==> config.mk <==
export PLATFORM = sky130hd
export DESIGN_NAME = overlay_pixel_compositor_unit
export DESIGN_NICKNAME = d
export VERILOG_FILES = /design/src/rtl/core/ocmp_pkg.sv /design/src/rtl/core/ocmp_ctrl.sv /design/src/rtl/core/ocmp_prep.sv /design/src/rtl/core/ocmp_prod.sv /design/src/rtl/core/ocmp_lane.sv /design/src/rtl/core/overlay_pixel_compositor_unit.sv
export SDC_FILE = /design/constraint.sdc
export NUM_CORES = 2
export LEC_CHECK = 0
export ABC_AREA = 1
export BUFFER_PORTS_ARGS = -buffer_cell sky130_fd_sc_hd__buf_2
export CAP_MARGIN = 40
export CORE_MARGIN = 5
export CORE_UTILIZATION = 31
export CTS_CLUSTER_SIZE = 10
export DETAILED_ROUTE_END_ITERATION = 7
export PLACE_DENSITY_LB_ADDON = 0.15
export SYNTH_ARGS = -nofsm -noshare
export SYNTH_HDL_FRONTEND = slang
export SYNTH_SLANG_ARGS = --single-unit
==> constraint.sdc <==
create_clock -name clk -period 10.88 [get_ports clk]
set_clock_uncertainty 0.1 [all_clocks]
set_input_delay 1.088 -clock clk [delete_from_list [all_inputs] [get_ports clk]]
set_output_delay 1.088 -clock clk [all_outputs]
set_load 0.01 [all_outputs]
==> src/rtl/core/ocmp_pkg.sv <==
package ocmp_pkg;

  localparam int NUM_STAGES = 5;
  localparam int LANES      = 4;

  // lane order inside the blend datapath
  localparam int LANE_R = 0;
  localparam int LANE_G = 1;
  localparam int LANE_B = 2;
  localparam int LANE_A = 3;

  localparam logic [7:0]  FULL_SCALE = 8'd255;
  localparam logic [15:0] FULL_SQ    = 16'd65025;
  // floor(x/3) == (x*683)>>11 for every x up to 765
  localparam logic [9:0]  RECIP3     = 10'd683;

  typedef struct packed {
    logic [7:0] red;
    logic [7:0] green;
    logic [7:0] blue;
    logic [7:0] alpha;
  } rgba_t;

  typedef struct packed {
    rgba_t game;
    rgba_t box;
  } pair_t;

  // alpha terms after stage 1
  typedef struct packed {
    logic [7:0] sa;
    logic [7:0] sa_inv;
    logic [7:0] da;
    logic [7:0] da_inv;
    rgba_t      game;
    rgba_t      box;
  } prep_t;

  // per-lane operands after stage 2: out = (lin + da*inner/255)/255
  typedef struct packed {
    logic [15:0] inner;
    logic [15:0] lin;
    logic [7:0]  da;
  } lane_t;

  typedef struct packed {
    logic [NUM_STAGES-1:0] load;
  } ctrl_t;

  // floor(x/255) for x up to 255*65025: reciprocal estimate, then one correction
  function automatic logic [15:0] div255(input logic [23:0] x);
    logic [31:0] t;
    logic [15:0] q0;
    logic [24:0] r;
    t  = {8'd0, x} + {x, 8'd0};
    q0 = t[31:16];
    r  = {1'b0, x} - ({1'b0, q0, 8'd0} - {9'd0, q0});
    return (r >= 25'd255) ? q0 + 16'd1 : q0;
  endfunction

endpackage

==> src/rtl/core/ocmp_ctrl.sv <==
module ocmp_ctrl (
  input  logic            clk,
  input  logic            rst_n,
  input  logic            in_tvalid,
  input  logic            out_tready,
  output ocmp_pkg::ctrl_t ctrl,
  output logic            out_tvalid
);
  import ocmp_pkg::*;

  logic [NUM_STAGES-1:0] v_r;
  logic [NUM_STAGES-1:0] v_nxt;
  logic [NUM_STAGES-1:0] adv;

  // a stage moves when it is empty or the stage after it moves
  always_comb begin
    adv[NUM_STAGES-1] = !v_r[NUM_STAGES-1] || out_tready;
    for (int i = NUM_STAGES - 2; i >= 0; i--) begin
      adv[i] = !v_r[i] || adv[i+1];
    end
    v_nxt[0] = adv[0] ? in_tvalid : v_r[0];
    for (int i = 1; i < NUM_STAGES; i++) begin
      v_nxt[i] = adv[i] ? v_r[i-1] : v_r[i];
    end
  end

  always_ff @(posedge clk) begin
    if (!rst_n) begin
      v_r <= '0;
    end else begin
      v_r <= v_nxt;
    end
  end

  assign ctrl.load = adv;
  assign out_tvalid = v_r[NUM_STAGES-1];

endmodule

==> src/rtl/core/ocmp_prep.sv <==
module ocmp_prep (
  input  logic            clk,
  input  logic            load,
  input  ocmp_pkg::pair_t pix,
  output ocmp_pkg::prep_t prep_r
);
  import ocmp_pkg::*;

  prep_t       prep_nxt;
  logic [9:0]  sum;
  logic [19:0] avg_prod;
  logic [7:0]  avg;
  logic [7:0]  ga_inv;

  always_comb begin
    sum      = {2'd0, pix.game.red} + {2'd0, pix.game.green} + {2'd0, pix.game.blue};
    avg_prod = {10'd0, sum} * {10'd0, RECIP3};
    avg      = avg_prod[18:11];
    ga_inv   = FULL_SCALE - pix.game.alpha;

    prep_nxt.sa     = (pix.box.alpha != FULL_SCALE) ? {1'b0, pix.box.alpha[7:1]}
                                                    : pix.box.alpha;
    prep_nxt.sa_inv = FULL_SCALE - prep_nxt.sa;
    prep_nxt.da     = (avg > ga_inv) ? avg : ga_inv;
    prep_nxt.da_inv = FULL_SCALE - prep_nxt.da;
    prep_nxt.game   = pix.game;
    prep_nxt.box    = pix.box;
  end

  always_ff @(posedge clk) begin
    if (load) begin
      prep_r <= prep_nxt;
    end
  end

endmodule

==> src/rtl/core/ocmp_prod.sv <==
module ocmp_prod (
  input  logic                                      clk,
  input  logic                                      load,
  input  ocmp_pkg::prep_t                           prep,
  output ocmp_pkg::lane_t [ocmp_pkg::LANES-1:0]     lanes_r
);
  import ocmp_pkg::*;

  lane_t [LANES-1:0] lanes_nxt;

  function automatic lane_t colour_terms(input logic [7:0] s, input logic [7:0] g,
                                         input prep_t p);
    lane_t       l;
    logic [15:0] ps;
    logic [15:0] pg;
    logic [16:0] acc;
    ps      = {8'd0, s} * {8'd0, p.sa};
    pg      = {8'd0, g} * {8'd0, p.sa_inv};
    acc     = {1'b0, ps} + {1'b0, pg};
    l.inner = acc[15:0];          // never above 255*255
    l.lin   = {8'd0, p.da_inv} * {8'd0, s};
    l.da    = p.da;
    return l;
  endfunction

  always_comb begin
    lanes_nxt[LANE_R] = colour_terms(prep.box.red,   prep.game.red,   prep);
    lanes_nxt[LANE_G] = colour_terms(prep.box.green, prep.game.green, prep);
    lanes_nxt[LANE_B] = colour_terms(prep.box.blue,  prep.game.blue,  prep);
    lanes_nxt[LANE_A].inner = FULL_SQ - ({8'd0, prep.da_inv} * {8'd0, prep.sa_inv});
    lanes_nxt[LANE_A].lin   = {8'd0, prep.da_inv} * {8'd0, prep.sa};
    lanes_nxt[LANE_A].da    = prep.da;
  end

  always_ff @(posedge clk) begin
    if (load) begin
      lanes_r <= lanes_nxt;
    end
  end

endmodule

==> src/rtl/core/ocmp_lane.sv <==
module ocmp_lane (
  input  logic            clk,
  input  logic [2:0]      load,
  input  ocmp_pkg::lane_t lane,
  output logic [7:0]      res_r
);
  import ocmp_pkg::*;

  logic [23:0] p_r;
  logic [15:0] lin_r;
  logic [16:0] sum_r;
  logic [16:0] sum_nxt;
  logic [15:0] q_nxt;

  assign sum_nxt = {1'b0, div255(p_r)} + {1'b0, lin_r};
  assign q_nxt   = div255({7'd0, sum_r});

  always_ff @(posedge clk) begin
    if (load[0]) begin
      p_r   <= {16'd0, lane.da} * {8'd0, lane.inner};
      lin_r <= lane.lin;
    end
    if (load[1]) begin
      sum_r <= sum_nxt;
    end
    if (load[2]) begin
      res_r <= q_nxt[7:0];        // result is at most 255
    end
  end

endmodule

==> src/rtl/core/overlay_pixel_compositor_unit.sv <==
// Overlay pixel compositor: one background and one overlay RGBA8 pixel in, one blended pixel out.
// Throughput: one word per cycle while the output is not stalled,
// set by a five-stage pipeline with a register after each multiply.
// Stalls back up stage by stage; empty stages fill while the output word waits.
// Reset: synchronous, active low; clears the stage valid bits only, data registers are not reset.
module overlay_pixel_compositor_unit (
  input  logic        clk,
  input  logic        rst_n,
  input  logic        in_tvalid,
  output logic        in_tready,
  // [7:0] game_red, [15:8] game_green, [23:16] game_blue, [31:24] game_alpha,
  // [39:32] box_red, [47:40] box_green, [55:48] box_blue, [63:56] box_alpha
  input  logic [63:0] in_tdata,
  output logic        out_tvalid,
  input  logic        out_tready,
  // [7:0] out_red, [15:8] out_green, [23:16] out_blue, [31:24] out_alpha
  output logic [31:0] out_tdata
);
  import ocmp_pkg::*;

  ctrl_t             ctrl;
  pair_t             pix;
  prep_t             prep;
  lane_t [LANES-1:0] lanes;
  logic  [7:0]       res [LANES];

  // unpack the input word
  assign pix.game.red   = in_tdata[7:0];
  assign pix.game.green = in_tdata[15:8];
  assign pix.game.blue  = in_tdata[23:16];
  assign pix.game.alpha = in_tdata[31:24];
  assign pix.box.red    = in_tdata[39:32];
  assign pix.box.green  = in_tdata[47:40];
  assign pix.box.blue   = in_tdata[55:48];
  assign pix.box.alpha  = in_tdata[63:56];

  // valid bits and per-stage load enables
  ocmp_ctrl u_ctrl (
    .clk        (clk),
    .rst_n      (rst_n),
    .in_tvalid  (in_tvalid),
    .out_tready (out_tready),
    .ctrl       (ctrl),
    .out_tvalid (out_tvalid)
  );

  assign in_tready = ctrl.load[0];

  // stage 1: overlay alpha halving, background alpha inversion and channel mean
  ocmp_prep u_prep (
    .clk    (clk),
    .load   (ctrl.load[0]),
    .pix    (pix),
    .prep_r (prep)
  );

  // stage 2: 8x8 products per lane
  ocmp_prod u_prod (
    .clk     (clk),
    .load    (ctrl.load[1]),
    .prep    (prep),
    .lanes_r (lanes)
  );

  // stages 3..5: da*inner, first /255 and add, second /255 into the output register
  for (genvar i = 0; i < LANES; i++) begin : g_lane
    ocmp_lane u_lane (
      .clk   (clk),
      .load  (ctrl.load[NUM_STAGES-1:2]),
      .lane  (lanes[i]),
      .res_r (res[i])
    );
  end

  assign out_tdata = {res[LANE_A], res[LANE_B], res[LANE_G], res[LANE_R]};

endmodule

* Word-level counts from Yosys, hierarchy flattened
Cells that the tools add are included.
Cells by class: $add $sub $neg 45, $mul 16, divide/modulo/power cells 0, $lt $le $gt $ge 9, equal/unequal tests 1, shift-type cells 0, muxes and demuxes 10, bitwise gates (word level) 0, reductions and logical operators 10
Operators with widths (count):
- $ge 25x8->1 const B | 8
- $mul 8x8->16 | 11
- $add 24x32->32 | 4
- $add 17x25->26 | 4
- $sub 17x25->25 | 4
- $sub 24x16->25 | 4
- $sub 24x25->25 | 4
- $mul 8x16->24 | 4
- $sub 18x10->19 | 4
- $add 16x16->17 | 4
- $add 16x1->16 const B | 4
- $mux 16 | 4
- $add 16x16->16 | 3
- $mux 8 | 6
- $add 8x1->8 const B | 4
- $sub 8x8->8 const A | 3
- $mul 10x10->19 const B | 1
- $sub 16x16->16 const A | 1
- $add 10x8->10 | 1
- $add 8x8->9 | 1
- $gt 8x8->1 | 1
- $ne 8x8->1 const B | 1
- $logic_not 1->1 | 5
- $logic_or 1x1->1 | 5
Storage, ports and cells: register bits 481, bits in latches 0, bits in writable memories 0, bits in read-only memories 0, input bits 68, output and inout bits 34, logic and storage cells 131, memories 0

* Logic depth before layout (Yosys ltp)
depth after elaboration 6, gate-level depth with buffers 49, gate-level depth less buffers 49

* Hierarchy
A second synthesis with hierarchy kept.
Unflattened totals: cells, all modules 11220, area total of the unflattened synthesis 85309.3 um2
Modules (own cells, without submodules):
- ocmp_prod | times used 1, cells each 3772, area an instance 29600.9 um2, seq. area each 4083.9 um2
- ocmp_lane at g_lane[1].u_lane ... | times used 2, cells each 1702, area an instance 12371.9 um2, seq. area each 1951.9 um2
- ocmp_lane at g_lane[0].u_lane | times used 1, cells each 1744, area an instance 12504.5 um2, seq. area each 1951.9 um2
- ocmp_lane at g_lane[3].u_lane | times used 1, cells each 1769, area an instance 12451.9 um2, seq. area each 1951.9 um2
- ocmp_prep | times used 1, cells each 509, area an instance 5809.3 um2, seq. area each 2882.8 um2
- ocmp_ctrl | times used 1, cells each 22, area an instance 198.9 um2, seq. area each 100.1 um2

* Worst setup path before layout
OpenSTA, ideal clock, no wires.
path kind input port to flip-flop, start in out_tready, end reg u_prod.lanes_r[0] (netlist name), enable pin, library setup time 488 ps, arrival time 9565 ps, data required time 10292 ps, path slack 727 ps, cell stages on the path 8, path buffers 0, path through nor2_1 -> inv_1 -> nor2_1 -> inv_1 -> nor2_1 -> inv_1 -> nor2_1 -> inv_1
RTL lines:
- start, declared | line overlay_pixel_compositor_unit.sv:15 | input logic out_tready,
- end signal, assigned | line ocmp_prod.sv:37 | lanes_r <= lanes_nxt;
- end, declared | line ocmp_prod.sv:5 | output ocmp_pkg::lane_t [ocmp_pkg::LANES-1:0] lanes_r

* Worst setup path after layout
start reg g_lane[0].u_lane.p_r[11], end reg g_lane[0].u_lane.sum_r[16] (data pin)
On the way: word-level cells in the longest chain between the ends 6, elaborated cells between the ends (all ways) 7, classes of those cells add/sub: 5; order compare: 1; mux: 1
Ends and longest elaborated chain:
- start, declared | line ocmp_lane.sv:9 | logic [23:0] p_r;
- start signal, assigned | line ocmp_lane.sv:20 | p_r <= {16'd0, lane.da} * {8'd0, lane.inner};
- $add 24x32->32 | line ocmp_pkg.sv:55 | t = {8'd0, x} + {x, 8'd0};
- $sub 24x16->25 | line ocmp_pkg.sv:57 | r = {1'b0, x} - ({1'b0, q0, 8'd0} - {9'd0, q0});
- $sub 24x25->25 | line ocmp_pkg.sv:57
- $ge 25x8->1 | line ocmp_pkg.sv:58 | return (r >= 25'd255) ? q0 + 16'd1 : q0;
- $mux 16 (*) | line ocmp_pkg.sv:58
- $add 16x16->17 (*) | line ocmp_lane.sv:15 | assign sum_nxt = {1'b0, div255(p_r)} + {1'b0, lin_r};
- named net g_lane[0].u_lane.sum_nxt[16] | line ocmp_lane.sv:12 | logic [16:0] sum_nxt;
- end signal, assigned | line ocmp_lane.sv:24 | sum_r <= sum_nxt;
- end, declared | line ocmp_lane.sv:11 | logic [16:0] sum_r;
Mark *: on every way through the listed nets, which the timed path passes. The rest lies on a longest branch. A chain may end at the register's enable or synchronous reset.

==> flow_summary.toml <==
[outcome]
status = "completed"

[worst_setup_path]
cp_top_family = "compound AO/OA/AOI/OAI gates"
crit_top_cell = "nand2_1"
cp_max_fo = 17
slowest_delay_ns = 0.68
required_ns = 11.31
critPathLaunchType = "register"
crit_slowest_cell = "nor2_2"
cp_num_buf_inv = 6
crit_arrival_ns = 9.50
critPathKind = "register to register"
end_kind = "register"

[logic_synthesis]
ys.flop_type = "edfxtp_1"
mappedNetlistArea_mm2 = 0.08073
synthCells = 10420
synth-seq-cells = 481
yosysWarnings = 0
synth_edf_count = 476
syn_avg_cell_area_um2 = 7.749
synth.distinct_cells = 56
synth_nets = 12390
async_reset_ff_frac = 0
ys_seq_area_frac = 0.1783

[die]
io_pins = 102
initial_core_util = 0.3111
coreArea_mm2 = 0.2595
fp-row-count = 187
dieArea_mm2 = 0.2707
die_x_um = 520.3
die_h_um = 520.3

[grt]
grtUsageTotal = 0.1611
grt_pass1_wl_um = 356200
grt_pass1_vias = 66840
antenna_found_initial = 12
grt_max_degree = 63
gr-total-overflow = 0

[sta]
hold_violations = 0
period_needed_ns = 9.068
rsz0062_at_grt = "false"
maxSlewHeadroom = 0.3764
tns_ns = 0
setup_viol = 0
period_share = 0.8335
drv_slew = 0
worst_pin_slew_ns = 0.9319
fmax_mhz = 110.3
holdWs_ns = 0.3140

[detailed_routing]
via_count = 63820
wl_per_cell_um = 15.69
dr.pass1.iters = 5
drtIter0Drc = 3236
ant_nets = 0
post_drt_via_cell_ratio = 4.617
drc = 0
wl_um = 216900

[clock_network]
postCtsHoldBufs = 0
clock_latency_ns = 0.69
cts_tree = "yes"
htreeDepth = 3
post-cts-setup-buffers = 0
cts_resized = 0
root_buffer = "clkbuf_16"
clockBufferDepth = 3
cts_buffers = 75
cts_sinks = 481
clk_pin_slew_ns = 0.05

[flow_run]
max_cap_violations = 0

[place]
numPortBuffers = 101
gp_congestion = 0.8647
dp_hpwl_um = 176000

[final_layout]
drive_gt1_frac = 0.03427
final_core_utilization = 0.3367
nets = 12340
layout_commonest_cell = "nand2_1"
final_cell_mix = "nand2_1, inv_1, ha_1"
syn2layout_area_growth_pct = 8.203

[hold_path]
holdCritPathClass = "register to register"
-- Yosys cell counts (all sizes together), types with 22 or more instances --
cell type | number | area (um2)
a21boi | 22 | 165.1
a21o | 36 | 270.3
a21oi | 500 | 2502
buf | 32 | 135.1
clkbuf | 265 | 1087
edfxtp | 476 | 14290
fa | 869 | 17400
ha | 1034 | 12940
inv | 2514 | 9437
nand2 | 2643 | 10000
nand3 | 359 | 1867
nand3b | 23 | 172.7
nand4 | 154 | 963.4
nor2 | 437 | 1708
nor3 | 83 | 430.4
nor4 | 24 | 150.1
o21ai | 231 | 1160
o21bai | 49 | 367.9
xnor2 | 176 | 1541
xor2 | 354 | 3108
-- sequential cells by signal (all words and copies together), names as in the netlist --
name / count
g_lane.u_lane.sum_r: 68
u_prod.lanes_r: 136
g_lane.u_lane.res_r: 32
u_ctrl.v_r: 5
g_lane.u_lane.lin_r: 64
u_prep.prep_r: 80
g_lane.u_lane.p_r: 96
-- metrics by stage --
stage	instance area [um2]	worst slack (ns)	std cells
6_report	87350	1.812	13820
5_1_grt	87350	0.8353	13820
4_1_cts	87340	1.732	13820
3_5_place_dp	84850	1.198	13690
3_3_place_gp	84740	1.160	13680
2_1_floorplan	80730	0.7270	10420
-- worst reg2reg max path, delay by kind of cell, from the launching register on --
family                   cells  cell delay [ns]
flip-flops                   1             0.50
AND/OR/NAND/NOR             17             2.72
AO/OA/AOI/OAI               14             2.79
buffers and inverters        6             0.48
adder cells (fa/ha/maj)      6             2.20
XOR/XNOR                     1             0.15
-- area by class of cell --
class / instances / area (um2)
diodes: 4 / 10.01
clock buffers: 84 / 1974
flip-flops and latches: 481 / 14390
clock inverters: 46 / 524.3
well taps: 3402 / 4257
multi-input cells: 7121 / 55670
fillers: 27290 / 172100
repair buffers: 166 / 1061
inverters: 2519 / 9467
-- metal layers --
layer	vias to the layer above	GRT usage	part of all wire
met5	-	0	0.000097
met2	936	0.2720	0.47
met1	30710	0.2218	0.48
met4	4	0.03644	0.019
met3	189	0.01803	0.036
li1	31980	-	-
-- final timing paths --
check / startpoint / cells past startpoint / end / slack (ns)
setup / recovery: g_lane[0].u_lane.p_r[11] / 44 / g_lane[0].u_lane.sum_r[16] / 1.81
hold / removal: u_prep.prep_r[72] / 0 / u_prod.lanes_r[0] / 0.31
setup reg to reg: g_lane[0].u_lane.p_r[11] / 44 / g_lane[0].u_lane.sum_r[16] / 1.81
hold reg to reg: u_prep.prep_r[72] / 0 / u_prod.lanes_r[0] / 0.31
-- logic make-up after synthesis --
| group | Yosys count | share of synthesized area |
|---|---|---|
| AOI/OAI and AO/OA | 931 | 0.06401 |
| and+or+nand+nor | 3757 | 0.1921 |
| buffers and inverters | 2816 | 0.1323 |
| xor gates and xnor gates | 530 | 0.05759 |
| adders and majority gates | 1903 | 0.3757 |
| DFF | 481 | 0.1783 |
Power is left out: the tool's default activity adds up to more than one toggle a clock period on the data nets, which glitch-free logic cannot reach.
